[config.mk]
export PLATFORM = sky130hd
export DESIGN_NAME = k_way_sorted_merge
export DESIGN_NICKNAME = d
export VERILOG_FILES = /design/src/sv/ksm_pkg.sv /design/src/sv/ksm_ram.sv /design/src/sv/ksm_min_unit.sv /design/src/sv/k_way_sorted_merge.sv
export VERILOG_INCLUDE_DIRS = /design/src /design/src/sv
export SDC_FILE = /design/constraint.sdc
export NUM_CORES = 1
export LEC_CHECK = 0
export ABC_CLOCK_PERIOD_IN_PS = 7900
export BUFFER_PORTS_ARGS = -buffer_cell sky130_fd_sc_hd__buf_2
export CORE_MARGIN = 4
export CORE_UTILIZATION = 35
export CTS_CLUSTER_SIZE = 20
export DETAILED_ROUTE_END_ITERATION = 12
export PLACE_DENSITY = 0.61
export SYNTH_ARGS = -nofsm -noshare
export SYNTH_HDL_FRONTEND = slang
export SYNTH_SLANG_ARGS = --single-unit
[constraint.sdc]
create_clock -name aclk -period 7.9 [get_ports aclk]
set_input_delay 0.79 -clock aclk [delete_from_list [all_inputs] [get_ports aclk]]
set_output_delay 0.79 -clock aclk [all_outputs]
set_load 0.005 [all_outputs]
[src/sv/k_way_sorted_merge_assert.svh]
// Assertion macros shared by the k-way sorted merge RTL.
`ifndef K_WAY_SORTED_MERGE_ASSERT_SVH
`define K_WAY_SORTED_MERGE_ASSERT_SVH

// Same-cycle implication, checked on every rising clock edge out of reset.
`define KSM_ASSERT_IMP(label, clk, rstn, ante, cons) \
    label: assert property (@(posedge clk) disable iff (!rstn) (ante) |-> (cons)) \
        else $error("ksm assertion failed");

// Next-cycle implication, checked on every rising clock edge out of reset.
`define KSM_ASSERT_NXT(label, clk, rstn, ante, cons) \
    label: assert property (@(posedge clk) disable iff (!rstn) (ante) |=> (cons)) \
        else $error("ksm assertion failed");

`endif

[src/sv/ksm_pkg.sv]
// Package with the shared types and constants of the k-way sorted merge.
`default_nettype none
package ksm_pkg;

    localparam int MAX_LISTS_DEF = 16;
    localparam int NUM_W         = 5;
    localparam int LIDX_W        = 4;
    localparam int VAL_W         = 32;
    localparam int S_TDATA_W     = 40;
    localparam int M_TDATA_W     = 40;
    localparam int LIDX_LIMIT    = 16;
    localparam int NUM_LIMIT     = 31;

    typedef enum logic [2:0] {
        ST_IDLE = 3'b001,
        ST_SCAN = 3'b010,
        ST_EMIT = 3'b100
    } state_t;

    typedef struct packed {
        logic clear;
        logic step;
        logic entry_valid;
    } scan_ctl_t;

endpackage
`default_nettype wire

[src/sv/ksm_ram.sv]
// Generic single-write, single-read RAM with a registered read port.
`default_nettype none
module ksm_ram #(
    parameter int WIDTH = 32,
    parameter int DEPTH = 16
) (
    input  wire logic                                   aclk,
    input  wire logic                                   we,
    input  wire logic [(DEPTH > 1 ? $clog2(DEPTH) : 1)-1:0] waddr,
    input  wire logic [WIDTH-1:0]                       wdata,
    input  wire logic [(DEPTH > 1 ? $clog2(DEPTH) : 1)-1:0] raddr,
    output logic      [WIDTH-1:0]                       rdata
);

    logic [WIDTH-1:0] mem [DEPTH];

    always_ff @(posedge aclk) begin
        if (we) begin
            mem[waddr] <= wdata;
        end
        rdata <= mem[raddr];
    end

endmodule
`default_nettype wire

[src/sv/ksm_min_unit.sv]
// Shared signed comparator that keeps the running minimum during a head scan.
`default_nettype none
module ksm_min_unit #(
    parameter int IDX_W = 4
) (
    input  wire logic                          aclk,
    input  wire logic                          aresetn,
    input  wire ksm_pkg::scan_ctl_t            ctl,
    input  wire logic [IDX_W-1:0]              entry_idx,
    input  wire logic [ksm_pkg::VAL_W-1:0]     entry_value,
    output logic                               found,
    output logic [IDX_W-1:0]                   best_idx,
    output logic [ksm_pkg::VAL_W-1:0]          best_value
);

    logic                      found_reg, found_next;
    logic [IDX_W-1:0]          idx_reg, idx_next;
    logic [ksm_pkg::VAL_W-1:0] val_reg, val_next;
    logic                      take;

    // Strict less-than over an ascending scan keeps the lowest list on ties.
    assign take = ctl.step && ctl.entry_valid &&
                  (!found_reg || ($signed(entry_value) < $signed(val_reg)));

    always_comb begin
        found_next = found_reg;
        idx_next   = idx_reg;
        val_next   = val_reg;
        if (ctl.clear) begin
            found_next = 1'b0;
        end else if (take) begin
            found_next = 1'b1;
            idx_next   = entry_idx;
            val_next   = entry_value;
        end
    end

    always_ff @(posedge aclk) begin
        if (!aresetn) begin
            found_reg <= 1'b0;
        end else begin
            found_reg <= found_next;
        end
        idx_reg <= idx_next;
        val_reg <= val_next;
    end

    assign found      = found_reg;
    assign best_idx   = idx_reg;
    assign best_value = val_reg;

endmodule
`default_nettype wire

[src/sv/k_way_sorted_merge.sv]
// Top level of the k-way sorted merge: handshakes, head store and scan sequencer.
//
//  Channel  Direction  Ports                         Contents
//  s_       in         s_tvalid/s_tready/s_tdata/... list head or next item
//  m_       out        m_tvalid/m_tready/m_tdata/... merged item or done mark
//  cfg_     in         cfg_valid/cfg_ready/cfg_data  num_lists register write
//
//  A load that leaves the load phase open keeps the block idle and ready for the
//  next input. Any other input transaction scans the held heads through one
//  shared comparator, one head per cycle, then moves the result to the output
//  register in its emit step.
//  A stalled output only holds the sequencer in its emit step.
//  Reset is synchronous and active low and clears all control state.
`default_nettype none
`include "k_way_sorted_merge_assert.svh"
module k_way_sorted_merge #(
    parameter int MAX_LISTS = ksm_pkg::MAX_LISTS_DEF
) (
    input  wire logic                              aclk,
    input  wire logic                              aresetn,
    // s_tdata: list_index [3:0], item_value [35:4], zero [39:36]
    input  wire logic                              s_tvalid,
    output logic                                   s_tready,
    input  wire logic [ksm_pkg::S_TDATA_W-1:0]     s_tdata,
    // s_tuser: has_value [0]
    input  wire logic                              s_tuser,
    // m_tdata: out_value [31:0], source_list [35:32], zero [39:36]
    output logic                                   m_tvalid,
    input  wire logic                              m_tready,
    output logic      [ksm_pkg::M_TDATA_W-1:0]     m_tdata,
    // m_tuser: done_res [0]
    output logic                                   m_tuser,
    input  wire logic                              cfg_valid,
    output logic                                   cfg_ready,
    input  wire logic [ksm_pkg::NUM_W-1:0]         cfg_data
);

    // Only the first sixteen lists can be named by a 4-bit list index, so the
    // head store never needs more entries than that.
    localparam int HEADS   = (MAX_LISTS < ksm_pkg::LIDX_LIMIT) ? MAX_LISTS
                                                               : ksm_pkg::LIDX_LIMIT;
    localparam int IDX_W   = (HEADS > 1) ? $clog2(HEADS) : 1;
    localparam int CNT_W   = $clog2(HEADS + 1);
    localparam int EFF_MAX = (MAX_LISTS < ksm_pkg::NUM_LIMIT) ? MAX_LISTS
                                                              : ksm_pkg::NUM_LIMIT;
    localparam int NW      = ksm_pkg::NUM_W;
    localparam int VW      = ksm_pkg::VAL_W;
    localparam int LW      = ksm_pkg::LIDX_W;

    // Input field unpacking.
    logic [LW-1:0] in_idx;
    logic [VW-1:0] in_val;
    logic          in_has;
    assign in_idx = s_tdata[LW-1:0];
    assign in_val = s_tdata[LW+VW-1:LW];
    assign in_has = s_tuser;

    ksm_pkg::state_t state_reg, state_next;

    logic [NW-1:0]    num_reg, num_next;
    logic [NW-1:0]    count_reg, count_next;
    logic             merge_reg, merge_next;
    logic [IDX_W-1:0] pending_reg, pending_next;
    logic [HEADS-1:0] valid_reg, valid_next;
    logic [CNT_W-1:0] scan_reg, scan_next;

    logic          m_valid_reg, m_valid_next;
    logic [VW-1:0] m_val_reg, m_val_next;
    logic [LW-1:0] m_src_reg, m_src_next;
    logic          m_done_reg, m_done_next;

    logic [NW-1:0]    n_eff;
    logic [NW-1:0]    count_inc;
    logic             in_fire;
    logic             load_ok;
    logic             ram_we;
    logic [IDX_W-1:0] ram_waddr;
    logic [IDX_W-1:0] ram_raddr;
    logic [VW-1:0]    ram_rdata;
    logic [IDX_W-1:0] scan_idx;
    logic             load_out;

    ksm_pkg::scan_ctl_t ctl;
    logic               best_found;
    logic [IDX_W-1:0]   best_idx;
    logic [VW-1:0]      best_val;

    assign in_fire   = s_tvalid && s_tready;
    assign s_tready  = (state_reg == ksm_pkg::ST_IDLE);
    assign cfg_ready = 1'b1;

    // num_lists is clamped to 1..EFF_MAX (MAX_LISTS, at most 31); zero behaves as a single list.
    always_comb begin
        if (num_reg == '0) begin
            n_eff = NW'(1);
        end else if (num_reg > NW'(EFF_MAX)) begin
            n_eff = NW'(EFF_MAX);
        end else begin
            n_eff = num_reg;
        end
    end

    assign load_ok   = ({1'b0, in_idx} < n_eff);
    assign count_inc = count_reg + NW'(1);

    // Loads write the named head; merge inputs refill the list last emitted.
    assign ram_we    = in_fire && (merge_reg || load_ok);
    assign ram_waddr = merge_reg ? pending_reg : IDX_W'(in_idx);
    assign ram_raddr = IDX_W'(scan_reg);
    assign scan_idx  = IDX_W'(scan_reg - CNT_W'(1));

    ksm_ram #(
        .WIDTH (VW),
        .DEPTH (HEADS)
    ) u_heads (
        .aclk  (aclk),
        .we    (ram_we),
        .waddr (ram_waddr),
        .wdata (in_val),
        .raddr (ram_raddr),
        .rdata (ram_rdata)
    );

    // The read port of the head store is registered, so the comparator looks at
    // entry scan_reg - 1 while entry scan_reg is read.
    always_comb begin
        ctl.clear       = in_fire;
        ctl.step        = (state_reg == ksm_pkg::ST_SCAN) && (scan_reg != '0);
        ctl.entry_valid = valid_reg[scan_idx];
    end

    ksm_min_unit #(
        .IDX_W (IDX_W)
    ) u_min (
        .aclk        (aclk),
        .aresetn     (aresetn),
        .ctl         (ctl),
        .entry_idx   (scan_idx),
        .entry_value (ram_rdata),
        .found       (best_found),
        .best_idx    (best_idx),
        .best_value  (best_val)
    );

    assign load_out = (state_reg == ksm_pkg::ST_EMIT) && (!m_valid_reg || m_tready);

    always_comb begin
        state_next   = state_reg;
        num_next     = num_reg;
        count_next   = count_reg;
        merge_next   = merge_reg;
        pending_next = pending_reg;
        valid_next   = valid_reg;
        scan_next    = scan_reg;
        m_valid_next = m_valid_reg;
        m_val_next   = m_val_reg;
        m_src_next   = m_src_reg;
        m_done_next  = m_done_reg;

        if (cfg_valid && cfg_ready) begin
            num_next = cfg_data;
        end

        if (m_valid_reg && m_tready) begin
            m_valid_next = 1'b0;
        end

        case (state_reg)
            ksm_pkg::ST_IDLE: begin
                if (in_fire) begin
                    if (merge_reg) begin
                        valid_next[pending_reg] = in_has;
                        scan_next  = '0;
                        state_next = ksm_pkg::ST_SCAN;
                    end else if (load_ok) begin
                        valid_next[IDX_W'(in_idx)] = in_has;
                        count_next = count_inc;
                        if (count_inc >= n_eff) begin
                            merge_next = 1'b1;
                            scan_next  = '0;
                            state_next = ksm_pkg::ST_SCAN;
                        end
                    end
                end
            end
            ksm_pkg::ST_SCAN: begin
                scan_next = scan_reg + CNT_W'(1);
                if (scan_reg == CNT_W'(HEADS)) begin
                    state_next = ksm_pkg::ST_EMIT;
                end
            end
            ksm_pkg::ST_EMIT: begin
                if (load_out) begin
                    m_valid_next = 1'b1;
                    state_next   = ksm_pkg::ST_IDLE;
                    if (best_found) begin
                        m_val_next   = best_val;
                        m_src_next   = LW'(best_idx);
                        m_done_next  = 1'b0;
                        pending_next = best_idx;
                    end else begin
                        // Every list is exhausted: report done and start over.
                        m_val_next   = '0;
                        m_src_next   = '0;
                        m_done_next  = 1'b1;
                        valid_next   = '0;
                        merge_next   = 1'b0;
                        count_next   = '0;
                        pending_next = '0;
                    end
                end
            end
            default: begin
                state_next = ksm_pkg::ST_IDLE;
            end
        endcase
    end

    always_ff @(posedge aclk) begin
        if (!aresetn) begin
            state_reg   <= ksm_pkg::ST_IDLE;
            num_reg     <= NW'(1);
            count_reg   <= '0;
            merge_reg   <= 1'b0;
            pending_reg <= '0;
            valid_reg   <= '0;
            scan_reg    <= '0;
            m_valid_reg <= 1'b0;
        end else begin
            state_reg   <= state_next;
            num_reg     <= num_next;
            count_reg   <= count_next;
            merge_reg   <= merge_next;
            pending_reg <= pending_next;
            valid_reg   <= valid_next;
            scan_reg    <= scan_next;
            m_valid_reg <= m_valid_next;
        end
        m_val_reg  <= m_val_next;
        m_src_reg  <= m_src_next;
        m_done_reg <= m_done_next;
    end

    assign m_tvalid = m_valid_reg;
    assign m_tdata  = {(ksm_pkg::M_TDATA_W - VW - LW)'(0), m_src_reg, m_val_reg};
    assign m_tuser  = m_done_reg;

    // A done result leaves no head held and the block back in the load phase.
    `KSM_ASSERT_NXT(a_done_clears, aclk, aresetn, load_out && !best_found,
                    (valid_reg == '0) && !merge_reg && (count_reg == '0))
    // A value result always comes from a list whose head is held.
    `KSM_ASSERT_IMP(a_src_held, aclk, aresetn, load_out && best_found,
                    valid_reg[best_idx] && merge_reg)
    // The scan counter never runs past the last head.
    `KSM_ASSERT_IMP(a_scan_bound, aclk, aresetn, state_reg == ksm_pkg::ST_SCAN,
                    scan_reg <= CNT_W'(HEADS))

endmodule
`default_nettype wire

Word-level counts from Yosys, hierarchy flattened
Memories as Yosys holds them, arrays and structs flattened. A register that Yosys moved wholly into a read port is not among the register bits.
Index checks and enable logic that the tools add are counted.
Storage, ports and cells
  output and inout bits: 44
  RAM bits: 512
  bits of input ports: 51
  flip-flop bits (word level): 114
  memories kept: 1
Memories
  u_heads.mem: words 16, bits a word 32, rd ports 1, clocked after Yosys merged registers in 1, wr ports 1, line ksm_ram.sv:15  | logic [WIDTH-1:0] mem [DEPTH];
Operators by class
  add/subtract/negate cells: 3
  $lt $le $gt $ge: 9
  reductions and logical operators: 26
  muxes and demuxes: 49
  bitwise operators: 2
  equal/unequal tests: 12
Operator list (count)
  two-way mux 16 bit: 5
  two-way mux 5 bit: 11
  bitwise mux 16 bit: 2
  < comparator 32 bit: 1
  one-hot mux 16 bit (2 select lines): 1
  one-hot mux 5 bit (2 select lines): 2
  two-way mux 3 bit: 6
  < comparator 4 x 5 -> 1 bit (second input constant): 3
  two-way mux 1 bit: 15
  adder 5 x 1 -> 5 bit (second input constant): 2
  AND reduction 5 bit: 2
  logical AND 1 bit: 9
  one-hot mux 3 bit (3 select lines): 1
  demux 1 bit (select 4 bit): 2
  greater-or-equal comparator 4 x 1 -> 1 bit (second input constant): 2
  two-way mux 4 bit: 2
  AND reduction 4 bit: 2
  inequality test 2 x 1 -> 1 bit (second input constant): 3
  inequality test 2 bit (second input constant): 3
  inequality test 3 x 1 -> 1 bit (second input constant): 2
  AND reduction 6 bit: 1
  equality test 5 bit (second input constant): 1
  greater-or-equal comparator 5 bit: 1
  greater-than comparator 5 bit (second input constant): 1
  other kinds (15): 21

Longest topological paths before layout
  word-level depth: 9
  gate-level depth with buffers: 11
  mapped depth without buffers: 10

Cells and area by module
Synthesis repeated with hierarchy kept, for this count alone.
Second synthesis, totals
  cell total of the unflattened synthesis: 1381
  area total of the unflattened synthesis: 25720.9 µm²
By module, submodules not included
  ksm_ram: cells each 838, times used 1, area an instance 19854.0 µm²
  k_way_sorted_merge: cells each 389, times used 1, area an instance 3951.3 µm²
  ksm_min_unit: cells each 154, times used 1, area an instance 1915.6 µm²

Worst setup path after synthesis
OpenSTA, ideal clock, no wires.
  kind: register to register
  from: register scan_reg[0]
  to: register u_min.idx_reg[0], in the netlist u_min.best_idx[0], enable pin
  library setup time: 0.430 ns
  path slack: 3.699 ns
  path buffers: 2
  arrival time: 3.771 ns
  required time: 7.470 ns
  stages on the path, launching flop included: 11
  cell sequence: dfxtp_1 > buf_2 > buf_1 > inv_1 > ha_1 > inv_1 > mux4_2 > mux2i_1 > o22ai_2 > o21ai_1 > a311oi_2
Between the ends
  word-level cells in the longest chain between the ends: 6
  elaborated cells between the ends (all ways): 8
Ends and longest elaborated chain
  start, declared: line k_way_sorted_merge.sv:65  | logic [CNT_W-1:0] scan_reg, scan_next;
  start signal, assigned: line k_way_sorted_merge.sv:236  | scan_reg <= scan_next;
  subtractor 4 x 1 -> 4 bit: line k_way_sorted_merge.sv:110  | assign scan_idx = IDX_W'(scan_reg - CNT_W'(1));
  via scan_idx[0]: line k_way_sorted_merge.sv:80  | logic [IDX_W-1:0] scan_idx;
  binary-select mux 1 bit (select 4 bit): line k_way_sorted_merge.sv:129  | ctl.entry_valid = valid_reg[scan_idx];
  two-way mux 1 bit (implied by the code): line k_way_sorted_merge.sv:129
  logical AND 1 bit (2 in series): line ksm_min_unit.sv:22  | assign take = ctl.step && ctl.entry_valid &&
  AND reduction 2 bit (no source line)
  end signal, assigned: line ksm_min_unit.sv:44  | idx_reg <= idx_next;
  end, declared: line ksm_min_unit.sv:17  | logic [IDX_W-1:0] idx_reg, idx_next;
The timed path passes the listed nets, and every way through them passes these cells. The select of a mux whose other input is x is not followed.
A chain may end at the register's enable or synchronous reset.

Final worst setup path
  from: register u_min.val_reg (netlist bit u_min.best_value[22])
  to: register u_min.val_reg (netlist bit u_min.best_value[5]), enable pin
Between the ends
  word-level cells in the longest chain between the ends: 4
Ends and longest elaborated chain
  start, declared: line ksm_min_unit.sv:18  | logic [ksm_pkg::VAL_W-1:0] val_reg, val_next;
  start signal, assigned: line ksm_min_unit.sv:45  | val_reg <= val_next;
  < comparator 32 bit: line ksm_min_unit.sv:23  | (!found_reg || ($signed(entry_value) < $signed(val_reg)));
  logical OR 1 bit: line ksm_min_unit.sv:23
  logical AND 1 bit: line ksm_min_unit.sv:22
  AND reduction 2 bit (no source line)
Every way passes these cells.

==> impl_metrics.tcl <==
set metrics [dict create \
    worst_slack_ns 3.899 \
    cts.sinks 658 \
    cpLargestDelayFamily "compound AO/OA/AOI/OAI gates" \
    run_status "finished clean" \
    clk_pin_slew_ns 0.06 \
    die_w_um 278.3 \
    dp_hpwl_um 30280 \
    setup_tns_ns 0 \
    drtIter0Drc 1209 \
    start_util 0.3551 \
    critPathKind "register to register" \
    syn_area_per_cell_um2 19.83 \
    timing.fmax_mhz 249.9 \
    clock_power_share 0.426 \
    cp_max_fo 20 \
    worstPathArrival_ns 4.25 \
    ys_types 63 \
    p_leak_nw 9.306 \
    first_global_vias 12730 \
    hold_viol 0 \
    utilization 0.4076 \
    finalCritPeriodShare 0.5065 \
    switching_share 0.2065 \
    clockRootBuffer "clkbuf_16" \
    dp_slack_ns 3.846 \
    yosysSeqAreaShare 0.7444 \
    dpl_cell_area_mm2 0.02721 \
    crit_buf_inv 2 \
    syn_inst 1289 \
    worstMarginPinSlew_ns 1.230 \
    clock_latency_ns 0.60 \
    syn_area_mm2 0.02556 \
    ys_ff_latch 658 \
    p_int_w 0.005686 \
    hold-worst-slack_ns 0.4159 \
    final-setup-viol-count 0 \
    overflow 0 \
    grt_max_degree 63 \
    ctsHoldBuffers 0 \
    slew_headroom 0.1747 \
    final_cell_mix "edfxtp_1, mux4_2, buf_2" \
    min_path_type "input port to register" \
    cts_setup_buffers 0 \
    cts_made_buffers 67 \
    areaGrowthSynthToFinish_pct 14.76 \
    row_count 98 \
    p_per_area_mw_per_mm2 244.3 \
    fin_skew_ns 0.02091 \
    timing.max_cap.violations 0 \
    synthFlopType "edfxtp_1" \
    cts-resized-gates 0 \
    cp_cell_sequence "inv_1 -> ha_1 -> a41oi_1 -> o21ai_0 -> a211o_1 -> a211oi_1 -> o21ai_1 -> a311oi_4 -> buf_4" \
    antenna_found_initial 5 \
    layout-drive-gt1-share 0.2741 \
    async_reset_ff_frac 0 \
    cp_slowest_cell "a311oi_4" \
    rsz0062_at_grt "false" \
    critPathCaptureType "register" \
    fp.dieH_um 278.3 \
    core-area_mm2 0.07198 \
    avgViaCountPerCell 5.199 \
    slew_viol_final 0 \
    cpPeakStageDelay_ns 0.95 \
    layout_commonest_cell "edfxtp_1" \
    cts_tree "yes" \
    wl_per_cell_um 23.30 \
    grt_pass1_wl_um 83950 \
    critPathLaunchType "register" \
    track_usage 0.1452 \
    final_area_mm2 0.02934 \
    ctsHtreeMaxLevel 3 \
    combPwrFrac 0.036 \
    fp.dieArea_mm2 0.07742 \
    yosys_warnings 0 \
    irDropWorstVdd_mv 0.2855 \
    drc 0 \
    gp_congestion 0.7794 \
    first_pass_iters 5 \
    portBuffers 85 \
    cts_max_path_buffers 3 \
    ios 95 \
    synth_edf_count 585 \
    drtAntennaViolNets 0 \
    regMostFlops "u_heads.mem" \
    finalNetCount 1504 \
    p_sw_w 0.001480 \
    timing.final.crit_period_ns 4.001 \
    wirelength_um 56270 \
    largest_reg_flops 512 \
    vias 12560 \
    cp.required_ns 8.15 \
    p_seq_frac 0.538 \
]
==> routing by layer <==
| metal | vias up | track usage | part of all wire | wire length, um |
|---|---|---|---|---|
| met4 | 6 | 0.03418 | 0.016 | 902 |
| li1 | 5471 | - | - | - |
| met2 | 413 | 0.2272 | 0.47 | 26560 |
| met5 | - | 0 | 0.00064 | 36 |
| met1 | 6580 | 0.2072 | 0.44 | 24820 |
| met3 | 85 | 0.03498 | 0.070 | 3948 |
==> power groups by stage <==
stage          clock (W)  sequential [W]  combinational, W
2_1_floorplan          0         0.00392          0.000160
3_3_place_gp           0         0.00393          0.000252
4_1_cts          0.00313         0.00386          0.000262
5_1_grt          0.00329         0.00386          0.000284
3_5_place_dp           0         0.00393          0.000261
6_report         0.00305         0.00386          0.000259
==> synth_stat cells, drive strengths merged (6+ instances only) <==
| cell | instances | area [um^2] |
|---|---|---|
| nand2 | 34 | 127.6 |
| o21ai | 30 | 150.1 |
| clkbuf | 27 | 101.4 |
| a31oi | 6 | 37.54 |
| ha | 43 | 538.0 |
| nor3 | 9 | 50.05 |
| nor2 | 68 | 255.2 |
| a21oi | 43 | 215.2 |
| dfxtp | 73 | 1461 |
| inv | 46 | 172.7 |
| mux2i | 10 | 100.1 |
| nand3 | 17 | 85.08 |
| buf | 37 | 232.7 |
| edfxtp | 585 | 17570 |
| nand2b | 7 | 43.79 |
| mux4 | 164 | 3694 |
| o211ai | 21 | 157.7 |
==> worst reg2reg max path, cell delays in order, from the launching register on <==
cell	delay [ns]
edfxtp_1	0.38
inv_1	0.09
ha_1	0.25
a41oi_1	0.21
o21ai_0	0.26
a211o_1	0.36
a211oi_1	0.47
o21ai_1	0.21
a311oi_4	0.95
buf_4	0.48
==> per-stage QoR <==
stage / total power, W / instances
CTS: 0.007247 / 2413
finish: 0.007166 / 2415
global route: 0.007432 / 2413
global placement: 0.004178 / 2291
detailed placement: 0.004191 / 2291
floorplan: 0.004079 / 1292
==> final timing paths <==
kind                                  startpoint                              to  slack, ns  cells past startpoint
setup reg to reg  u_min.best_value[22]$_DFFE_PP_   u_min.best_value[5]$_DFFE_PP_       3.90                      9
hold / removal                       cfg_data[0]         num_reg[0]$_SDFFE_PN1P_       0.42                      3
setup / recovery  u_min.best_value[22]$_DFFE_PP_   u_min.best_value[5]$_DFFE_PP_       3.90                      9
hold reg to reg        u_heads.rdata[30]$_DFF_P_  u_min.best_value[30]$_DFFE_PP_       0.44                      0
==> area by class of cell <==
cell class,instances,area (um^2)
fill,6345,42640
sequential,658,19040
multi-input combinational,523,6166
clock buffer,94,1872
tap,950,1189
timing repair buffer,113,635.6
clock inverter,28,251.5
inverter,47,176.4
antenna,2,5.005
==> kinds of logic (layout without fill, tap and decap cells) <==
| group | Yosys count | count (layout) | share of synthesized area |
|---|---|---|---|
| other | 2 | 7 | 0.0002938 |
| DFF | 658 | 658 | 0.7444 |
| adders and majority gates | 43 | 43 | 0.02105 |
| AOI/OAI and AO/OA | 128 | 128 | 0.03221 |
| buffers and inverters | 111 | 282 | 0.01997 |
| xor gates and xnor gates | 8 | 8 | 0.003035 |
| muxes | 175 | 175 | 0.1488 |
| and+or+nand+nor | 164 | 164 | 0.03020 |
Power figures use the tool's default switching activity.
